<file path="src/rtl/core/assert_macros.svh">
// Assertion macros for the RTL files of the accumulator; only the top level includes them.
`ifndef ASSERT_MACROS_SVH
`define ASSERT_MACROS_SVH
`ifndef NO_ASSERTIONS
`define ASSERT_IMP(label, ck, rn, ante, cons) \
    label: assert property (@(posedge ck) disable iff (!rn) (ante) |-> (cons)) \
        else $error("sgsm: same-cycle check failed");
`define ASSERT_NXT(label, ck, rn, ante, cons) \
    label: assert property (@(posedge ck) disable iff (!rn) (ante) |=> (cons)) \
        else $error("sgsm: next-cycle check failed");
`else
`define ASSERT_IMP(label, ck, rn, ante, cons)
`define ASSERT_NXT(label, ck, rn, ante, cons)
`endif
`endif

</file>
<file path="src/rtl/core/sgsm_pkg.sv">
// Types and constants of the sparse-grid second-moment accumulator.
`default_nettype none
package sgsm_pkg;

    localparam int DIMS_DEF      = 8;
    localparam int MAX_LEVEL_DEF = 16;
    localparam int LEVEL_W       = 5;
    localparam int SHIFT_W       = 7;

    localparam logic [31:0] ONE_Q24 = 32'h0100_0000;
    localparam logic [63:0] ONE_Q40 = 64'h0000_0100_0000_0000;
    localparam logic [63:0] S64_MAX = 64'h7FFF_FFFF_FFFF_FFFF;
    localparam logic [63:0] S64_MIN = 64'h8000_0000_0000_0000;

    localparam logic CMD_LOAD = 1'b0;
    localparam logic CMD_TERM = 1'b1;

    typedef struct packed {
        logic               command;
        logic [2:0]         dimension;
        logic signed [31:0] lower_bound;
        logic signed [31:0] upper_bound;
        logic [4:0]         level;
        logic [15:0]        index;
        logic signed [31:0] coefficient;
        logic               last_dim;
        logic               last_point;
    } item_t;

    typedef struct packed {
        logic signed [63:0] moment_total;
        logic               overflow;
    } result_t;

    typedef enum logic [4:0] {
        S_IDLE, S_READ, S_PREP, S_PARAM, S_XSQ, S_XPSET, S_MUL, S_DIV,
        S_RADD, S_RSHF, S_CONV, S_FACC, S_PFSET, S_PSET, S_CPSET, S_TADD, S_FIN
    } state_t;

    typedef enum logic [4:0] {
        OP_NONE, OP_LATCH, OP_LOAD, OP_READ, OP_PREP, OP_PARAM, OP_XSQ, OP_XPSET,
        OP_MUL, OP_DIV, OP_RADD, OP_RSHF, OP_CONV, OP_FACC, OP_PFSET, OP_PSET,
        OP_CPSET, OP_TADD, OP_FIN
    } op_t;

    typedef enum logic [1:0] {
        PH_TERM, PH_PROD, PH_COEF
    } phase_t;

    typedef enum logic [1:0] {
        C_ONE, C_FIRST, C_LAST, C_MID
    } case_t;

    typedef struct packed {
        op_t        op;
        logic [1:0] k;
        phase_t     phase;
        logic [2:0] cnt;
    } cmd_t;

    typedef struct packed {
        logic is_term;
        logic last_dim;
        logic last_point;
        logic t1_div3;
        logic out_busy;
    } sts_t;

endpackage
`default_nettype wire

</file>
<file path="src/rtl/core/sgsm_ctrl.sv">
// Sequencer that steps the datapath through loads and grid point terms.
`default_nettype none
module sgsm_ctrl (
    input  wire logic          clk,
    input  wire logic          rst_n,
    input  wire logic          accept,
    input  wire sgsm_pkg::sts_t sts,
    output sgsm_pkg::cmd_t     cmd,
    output logic               busy
);

    sgsm_pkg::state_t state_reg, state_next;
    sgsm_pkg::phase_t phase_reg, phase_next;
    logic [1:0]       k_reg, k_next;
    logic [2:0]       cnt_reg, cnt_next;

    always_ff @(posedge clk or negedge rst_n)
    begin
        if (!rst_n)
        begin
            state_reg <= sgsm_pkg::S_IDLE;
            phase_reg <= sgsm_pkg::PH_TERM;
            k_reg     <= 2'd0;
            cnt_reg   <= 3'd0;
        end
        else
        begin
            state_reg <= state_next;
            phase_reg <= phase_next;
            k_reg     <= k_next;
            cnt_reg   <= cnt_next;
        end
    end

    always_comb
    begin
        state_next = state_reg;
        phase_next = phase_reg;
        k_next     = k_reg;
        cnt_next   = cnt_reg;
        cmd.op     = sgsm_pkg::OP_NONE;
        cmd.k      = k_reg;
        cmd.phase  = phase_reg;
        cmd.cnt    = cnt_reg;
        busy       = 1'b1;
        case (state_reg)
            sgsm_pkg::S_IDLE:
            begin
                busy = 1'b0;
                if (accept)
                begin
                    cmd.op     = sgsm_pkg::OP_LATCH;
                    state_next = sgsm_pkg::S_READ;
                end
            end
            sgsm_pkg::S_READ:
            begin
                if (sts.is_term)
                begin
                    cmd.op     = sgsm_pkg::OP_READ;
                    state_next = sgsm_pkg::S_PREP;
                end
                else
                begin
                    cmd.op     = sgsm_pkg::OP_LOAD;
                    state_next = sgsm_pkg::S_IDLE;
                end
            end
            sgsm_pkg::S_PREP:
            begin
                cmd.op     = sgsm_pkg::OP_PREP;
                state_next = sgsm_pkg::S_PARAM;
            end
            sgsm_pkg::S_PARAM:
            begin
                cmd.op     = sgsm_pkg::OP_PARAM;
                state_next = sgsm_pkg::S_XSQ;
                k_next     = 2'd2;
                phase_next = sgsm_pkg::PH_TERM;
            end
            sgsm_pkg::S_XSQ:
            begin
                cmd.op     = sgsm_pkg::OP_XSQ;
                state_next = sgsm_pkg::S_XPSET;
            end
            sgsm_pkg::S_XPSET:
            begin
                cmd.op     = sgsm_pkg::OP_XPSET;
                state_next = sgsm_pkg::S_MUL;
                cnt_next   = 3'd0;
            end
            sgsm_pkg::S_MUL:
            begin
                cmd.op   = sgsm_pkg::OP_MUL;
                cnt_next = cnt_reg + 3'd1;
                if (cnt_reg == 3'd3)
                begin
                    cnt_next = 3'd0;
                    // The squared term always carries a /3; the first-moment term carries one only in the edge cases.
                    if (phase_reg == sgsm_pkg::PH_TERM &&
                        (k_reg == 2'd2 || (k_reg == 2'd1 && sts.t1_div3)))
                        state_next = sgsm_pkg::S_DIV;
                    else
                        state_next = sgsm_pkg::S_RADD;
                end
            end
            sgsm_pkg::S_DIV:
            begin
                cmd.op   = sgsm_pkg::OP_DIV;
                cnt_next = cnt_reg + 3'd1;
                if (cnt_reg == 3'd7)
                    state_next = sgsm_pkg::S_RADD;
            end
            sgsm_pkg::S_RADD:
            begin
                cmd.op     = sgsm_pkg::OP_RADD;
                state_next = sgsm_pkg::S_RSHF;
            end
            sgsm_pkg::S_RSHF:
            begin
                cmd.op     = sgsm_pkg::OP_RSHF;
                state_next = sgsm_pkg::S_CONV;
            end
            sgsm_pkg::S_CONV:
            begin
                cmd.op = sgsm_pkg::OP_CONV;
                case (phase_reg)
                    sgsm_pkg::PH_TERM: state_next = sgsm_pkg::S_FACC;
                    sgsm_pkg::PH_PROD: state_next = sgsm_pkg::S_PSET;
                    default:           state_next = sgsm_pkg::S_TADD;
                endcase
            end
            sgsm_pkg::S_FACC:
            begin
                cmd.op = sgsm_pkg::OP_FACC;
                if (k_reg == 2'd0)
                begin
                    state_next = sgsm_pkg::S_PFSET;
                    phase_next = sgsm_pkg::PH_PROD;
                end
                else
                begin
                    k_next     = k_reg - 2'd1;
                    state_next = sgsm_pkg::S_XSQ;
                end
            end
            sgsm_pkg::S_PFSET:
            begin
                cmd.op     = sgsm_pkg::OP_PFSET;
                state_next = sgsm_pkg::S_MUL;
                cnt_next   = 3'd0;
            end
            sgsm_pkg::S_PSET:
            begin
                cmd.op = sgsm_pkg::OP_PSET;
                if (sts.last_dim)
                begin
                    state_next = sgsm_pkg::S_CPSET;
                    phase_next = sgsm_pkg::PH_COEF;
                end
                else
                    state_next = sgsm_pkg::S_FIN;
            end
            sgsm_pkg::S_CPSET:
            begin
                cmd.op     = sgsm_pkg::OP_CPSET;
                state_next = sgsm_pkg::S_MUL;
                cnt_next   = 3'd0;
            end
            sgsm_pkg::S_TADD:
            begin
                cmd.op     = sgsm_pkg::OP_TADD;
                state_next = sgsm_pkg::S_FIN;
            end
            sgsm_pkg::S_FIN:
            begin
                // Hold a last-point term here while the previous result still sits, stalled, in the output register.
                if (!(sts.last_point && sts.out_busy))
                begin
                    cmd.op     = sgsm_pkg::OP_FIN;
                    state_next = sgsm_pkg::S_IDLE;
                end
            end
            default:
            begin
                state_next = sgsm_pkg::S_IDLE;
            end
        endcase
    end

endmodule
`default_nettype wire

</file>
<file path="config.mk">
export PLATFORM = sky130hd
export DESIGN_NAME = sgsm_ctrl
export DESIGN_NICKNAME = d
export VERILOG_FILES = /design/src/rtl/core/assert_macros.svh /design/src/rtl/core/sgsm_pkg.sv /design/src/rtl/core/sgsm_ctrl.sv
export SDC_FILE = /design/constraint.sdc
export NUM_CORES = 1
export LEC_CHECK = 0
export BUFFER_PORTS_ARGS = -buffer_cell sky130_fd_sc_hd__buf_2
export CELL_PAD_IN_SITES_DETAIL_PLACEMENT = 1
export CELL_PAD_IN_SITES_GLOBAL_PLACEMENT = 1
export CORE_MARGIN = 2
export CORE_UTILIZATION = 37
export DETAILED_ROUTE_END_ITERATION = 6
export PLACE_DENSITY_LB_ADDON = 0.08
export SYNTH_ARGS = -nofsm -noshare
export SYNTH_HDL_FRONTEND = slang
export SYNTH_SLANG_ARGS = --single-unit
</file>
<file path="constraint.sdc">
create_clock -name clk -period 2 [get_ports clk]
set_clock_uncertainty 0.05 [all_clocks]
set_input_delay 0.2 -clock clk [delete_from_list [all_inputs] [get_ports clk]]
set_output_delay 0.2 -clock clk [all_outputs]
set_load 0.02 [all_outputs]
</file>
; Yosys cells after proc, flatten, opt, wreduce, memory -nomap -nowiden
; Cells that the tools add are included.
[classes]
addsub = 2
n_eq_ne = 28
n_mux = 22
n_reduce_logical = 14
[op_table]
columns = op, n
row1 = one-hot mux 5 bit (17 select lines), 1
row2 = one-hot mux 5 bit (15 select lines), 1
row3 = == test 5 x 4 -> 1 bit (second input constant), 8
row4 = two-way mux 5 bit, 6
row5 = == test 5 x 3 -> 1 bit (second input constant), 4
row6 = inequality test 2 bit (second input constant), 7
row7 = == test 5 x 2 -> 1 bit (second input constant), 2
row8 = one-hot mux 3 bit (3 select lines), 1
row9 = two-way mux 2 bit, 4
row10 = two-way mux 4 bit, 2
row11 = one-hot mux 2 bit (3 select lines), 1
row12 = one-hot mux 3 bit (2 select lines), 1
row13 = nonzero test 3 bit, 2
row14 = == test 5 x 1 -> 1 bit (second input constant), 1
row15 = == test 5 bit (second input constant), 1
row16 = zero test 5 bit, 1
row17 = == test 2 x 1 -> 1 bit (second input constant), 2
row18 = zero test 2 bit, 2
row19 = one-hot mux 2 bit (2 select lines), 1
row20 = AND reduction 4 bit, 1
row21 = adder 3 x 1 -> 3 bit (second input constant), 1
row22 = == test 3 x 2 -> 1 bit (second input constant), 1
row23 = == test 3 bit (second input constant), 1
row24 = logical AND 1 bit, 3
row25 = other kinds (9), 11
[word_totals]
regBits = 12
inputBits = 8
output_inout_bits = 13
elab_cells = 70

; Logic depth before layout (Yosys ltp)
[depth]
ltp_word = 7
mapped_depth = 6
depth_no_buf = 6

; Worst setup path before layout
; No wires, ideal clock.
[synth_path]
path_type = register to output
start = register state_reg[1]
end = output cmd[7] (netlist name)
t_arrival_ps = 1555
required_ps = 1750
slack_ps = 195
stages_incl_launch_ff = 6
n_path_buf = 2
path_cell_list = dfrtp_1 > buf_4 > buf_6 > nor3_1 > a21oi_1 > a311oi_1
[synth_rtl]
columns = element, line
row1 = start: declaration, sgsm_ctrl.sv:12  ; sgsm_pkg::state_t state_reg, state_next;
row2 = start signal: assignment, sgsm_ctrl.sv:21  ; state_reg <= sgsm_pkg::S_IDLE;
row3 = start signal: assignment, sgsm_ctrl.sv:28  ; state_reg <= state_next;
row4 = end: declaration, sgsm_ctrl.sv:8  ; output sgsm_pkg::cmd_t cmd,

==> results.md <==
* Sw frac at 0.518
* DP Worst Slack at roughly 0.24 ns
* Final hold violations at 0
* Storage cell area at between 300 and 400 um^2
* TritonCTS clock tree: done
* Synthesis-stage register bit count at 12
* Initial antenna violation count at 0
* Setup WS post-layout at between 0.1 and 0.15 ns
* RSZ-0062 raised after global routing: no
* Share of cells above drive strength 1 at 0.250
* Final TNS setup at 0 ns
* Clk buf depth at 2
* Int Power at about 0.0010 W
* Cts bufs inserted at 3
* Maximum VDD drop at 855 uV
* Max reg flops at 5
* Logic pwr share at 0.641
* Slew HR at 0.681
* Area of the multi-input gates at ~620 um^2
* Final period util at 0.941
* GRT Overall Usage at 0.189
* Cell area after synthesis at 996 um^2
* Number of clock sinks at 12
* Sequential power share at 0.262
* GPL Wtd Cong at 0.838
* EDFF count, synth at 0
* Hold Crit Class: primary input to flip-flop
* Final wirelength at approximately 2800 um
* Worst endpoint data arrival time at around 1.6 ns
* Pwr Total at 0.00212 W
* H-tree depth at 1
* Vias at 1000
* Synth area leaders: dfrtp_1, ha_1, o21ai_0
* Via density at around 5.7
* Commonest cells post-synth: dfrtp_1, o21ai_0, nor2_1
* First-pass GRT wire length at between 4000 and 5000 um
* Critical-path top delay cell: dfrtp_1
* Die Wd at roughly 56 um
* Area Overhead vs Synth at 17.8%
* I/O Buffers at 20
* WHS at ~0.17 ns
* Avg WL per Cell at between 15 and 20 um
* Seq/Total Area, Yosys at 0.302
* Avg Inst Size Synth at between 8 and 9 um^2
* Die area at ~3100 um^2
* Post-route ant nets at 0
* Fill cells at 336
* CP max FO at 13
* Async SR Flop Fraction at 1.00
* Status: complete, no violations
* Distinct cell type count after synthesis at 40
* Critical path's largest stage delay at ~0.65 ns
* CP Cell Sequence: nor2_1 > or2_2 > a21oi_1 > buf_2
* CP required at about 1.8 ns
* Most frequent cell after synthesis: dfrtp_1
* Layout net count at 160
* Critical path class: flip-flop to output port
* Worst-path clk slew at about 0.1 ns
* P per Cell Area at about 1800 nW/um^2
* Synth Net Count at around 140
* Clock power share at 0.098
* # IOs at 21
* CP endpoint kind: output port
* Max-cap check violation count at 0
* Clk Latency, worst-skew pair at 0.28 ns
* Fin util at 0.465
* Ant. Diodes at 0
* Cell count after synthesis at 122
* Final Setup Violations at 0
* Core Area at ~2500 um^2
* # Post-CTS Setup Buffers at 0
* Setup crit start kind: flip-flop
* Yosys top cell area share at 0.302
* Pleak at roughly 0.54 nW
* Yosys top cell by area: dfrtp_1
* Row count at 18
* Syn. warnings at 0
* GR Overflow Total at 0
* Minimum clock period at approximately 1.9 ns
* Drt drc at 0
* Top_reg_cell synth: dfrtp_1
* Initial Utilization at 0.395
* Max-slew violation count at 0
* Die Ht at roughly 56 um
* CTS Root Cell: clkbuf_4
* Largest net degree at the start of global routing at 17
* Detailed placement HPWL at between 2000 and 2500 um
* Reported net switching power at between 0.001 and 0.0015 W
* DR pass1 iterations at 4
* Worst-Margin Slew at 0.478 ns
* Peak Freq at about 530 MHz
* DRT iter0 DRCs at 13
* Vias in the first global route at around 970
## area by class of cell
cell class,count,area share
timing repair buffer,26,0.126
multi-input combinational,93,0.526
tap,30,0.0320
clock buffer,4,0.0309
sequential,12,0.257
inverter,9,0.0288
## repair_timing
action / in CTS / in global routing
endpoints found under the setup margin: 0 / 3
hold buffers: 1 / 0
resized for setup: 0 / 3
hold endpoints to repair: 12 / 0
## placed cells by master (no fill, tap or decap), types with 2 or more instances in the layout
cell type,count
buf_4,5
nand3_1,2
o22ai_1,2
o31ai_1,4
inv_1,9
nand2_1,8
o21ai_0,11
nor3_1,4
clkbuf_4,3
a31oi_1,2
xnor2_1,2
a22oi_1,2
dfrtp_1,11
ha_1,7
nor2_1,10
or3_1,2
o2bb2ai_1,2
nand2b_1,7
a21oi_1,7
buf_2,20
## power groups by stage
stage | clock network (W) | registers (W) | logic (W)
floorplan | 0 | 0.000512 | 0.00103
global placement | 0 | 0.000530 | 0.00132
detailed placement | 0 | 0.000541 | 0.00136
CTS | 0.000208 | 0.000538 | 0.00137
global route | 0.000221 | 0.000576 | 0.00152
finish | 0.000207 | 0.000554 | 0.00136
## logic make-up (layout without fill, tap and decap cells)
group | count (synthesis) | count (layout) | share of synthesized area
compound gates | 38 | 38 | 0.254
simple gates | 46 | 46 | 0.249
xor+xnor | 2 | 2 | 0.0176
fa+ha+maj | 7 | 7 | 0.0879
flops | 12 | 12 | 0.302
buf+inv | 17 | 39 | 0.0904
## worst max-delay path: cells and delay by family (launching register included)
family | cells | cell delay [ns]
flops | 1 | 0.65
buf+inv | 1 | 0.17
compound gates | 1 | 0.14
simple gates | 2 | 0.41
## final timing paths
check	slack, ns	cells past startpoint	to	from
worst min register to register	0.46	1	cnt_reg[0]	cnt_reg[0]
max in group asynchronous	1.37	2	state_reg[0]	rst_n
worst max register to register	0.23	6	state_reg[1]	cnt_reg[0]
worst max-delay path	0.12	4	cmd[8]	state_reg[2]
min in group asynchronous	0.28	2	state_reg[0]	rst_n
worst min-delay path	0.17	3	state_reg[4]	sts[0]
## through the flow
stage | cell area [um^2] | instances
3_3_place_gp | 1110 | 169
5_1_grt | 1170 | 174
4_1_cts | 1160 | 174
2_1_floorplan | 996 | 122
6_report | 1170 | 174
3_5_place_dp | 1110 | 169
## routing by layer
layer / track usage / wire length (um) / vias to the layer above
met1: 0.254 / 1320 / 495
met3: 0.0326 / 95 / 2
li1: - / - / 484
met5: 0 / 0 / -
met2: 0.323 / 1370 / 19
met4: 0.0306 / 13 / 0
Power figures use the tool's default switching activity.
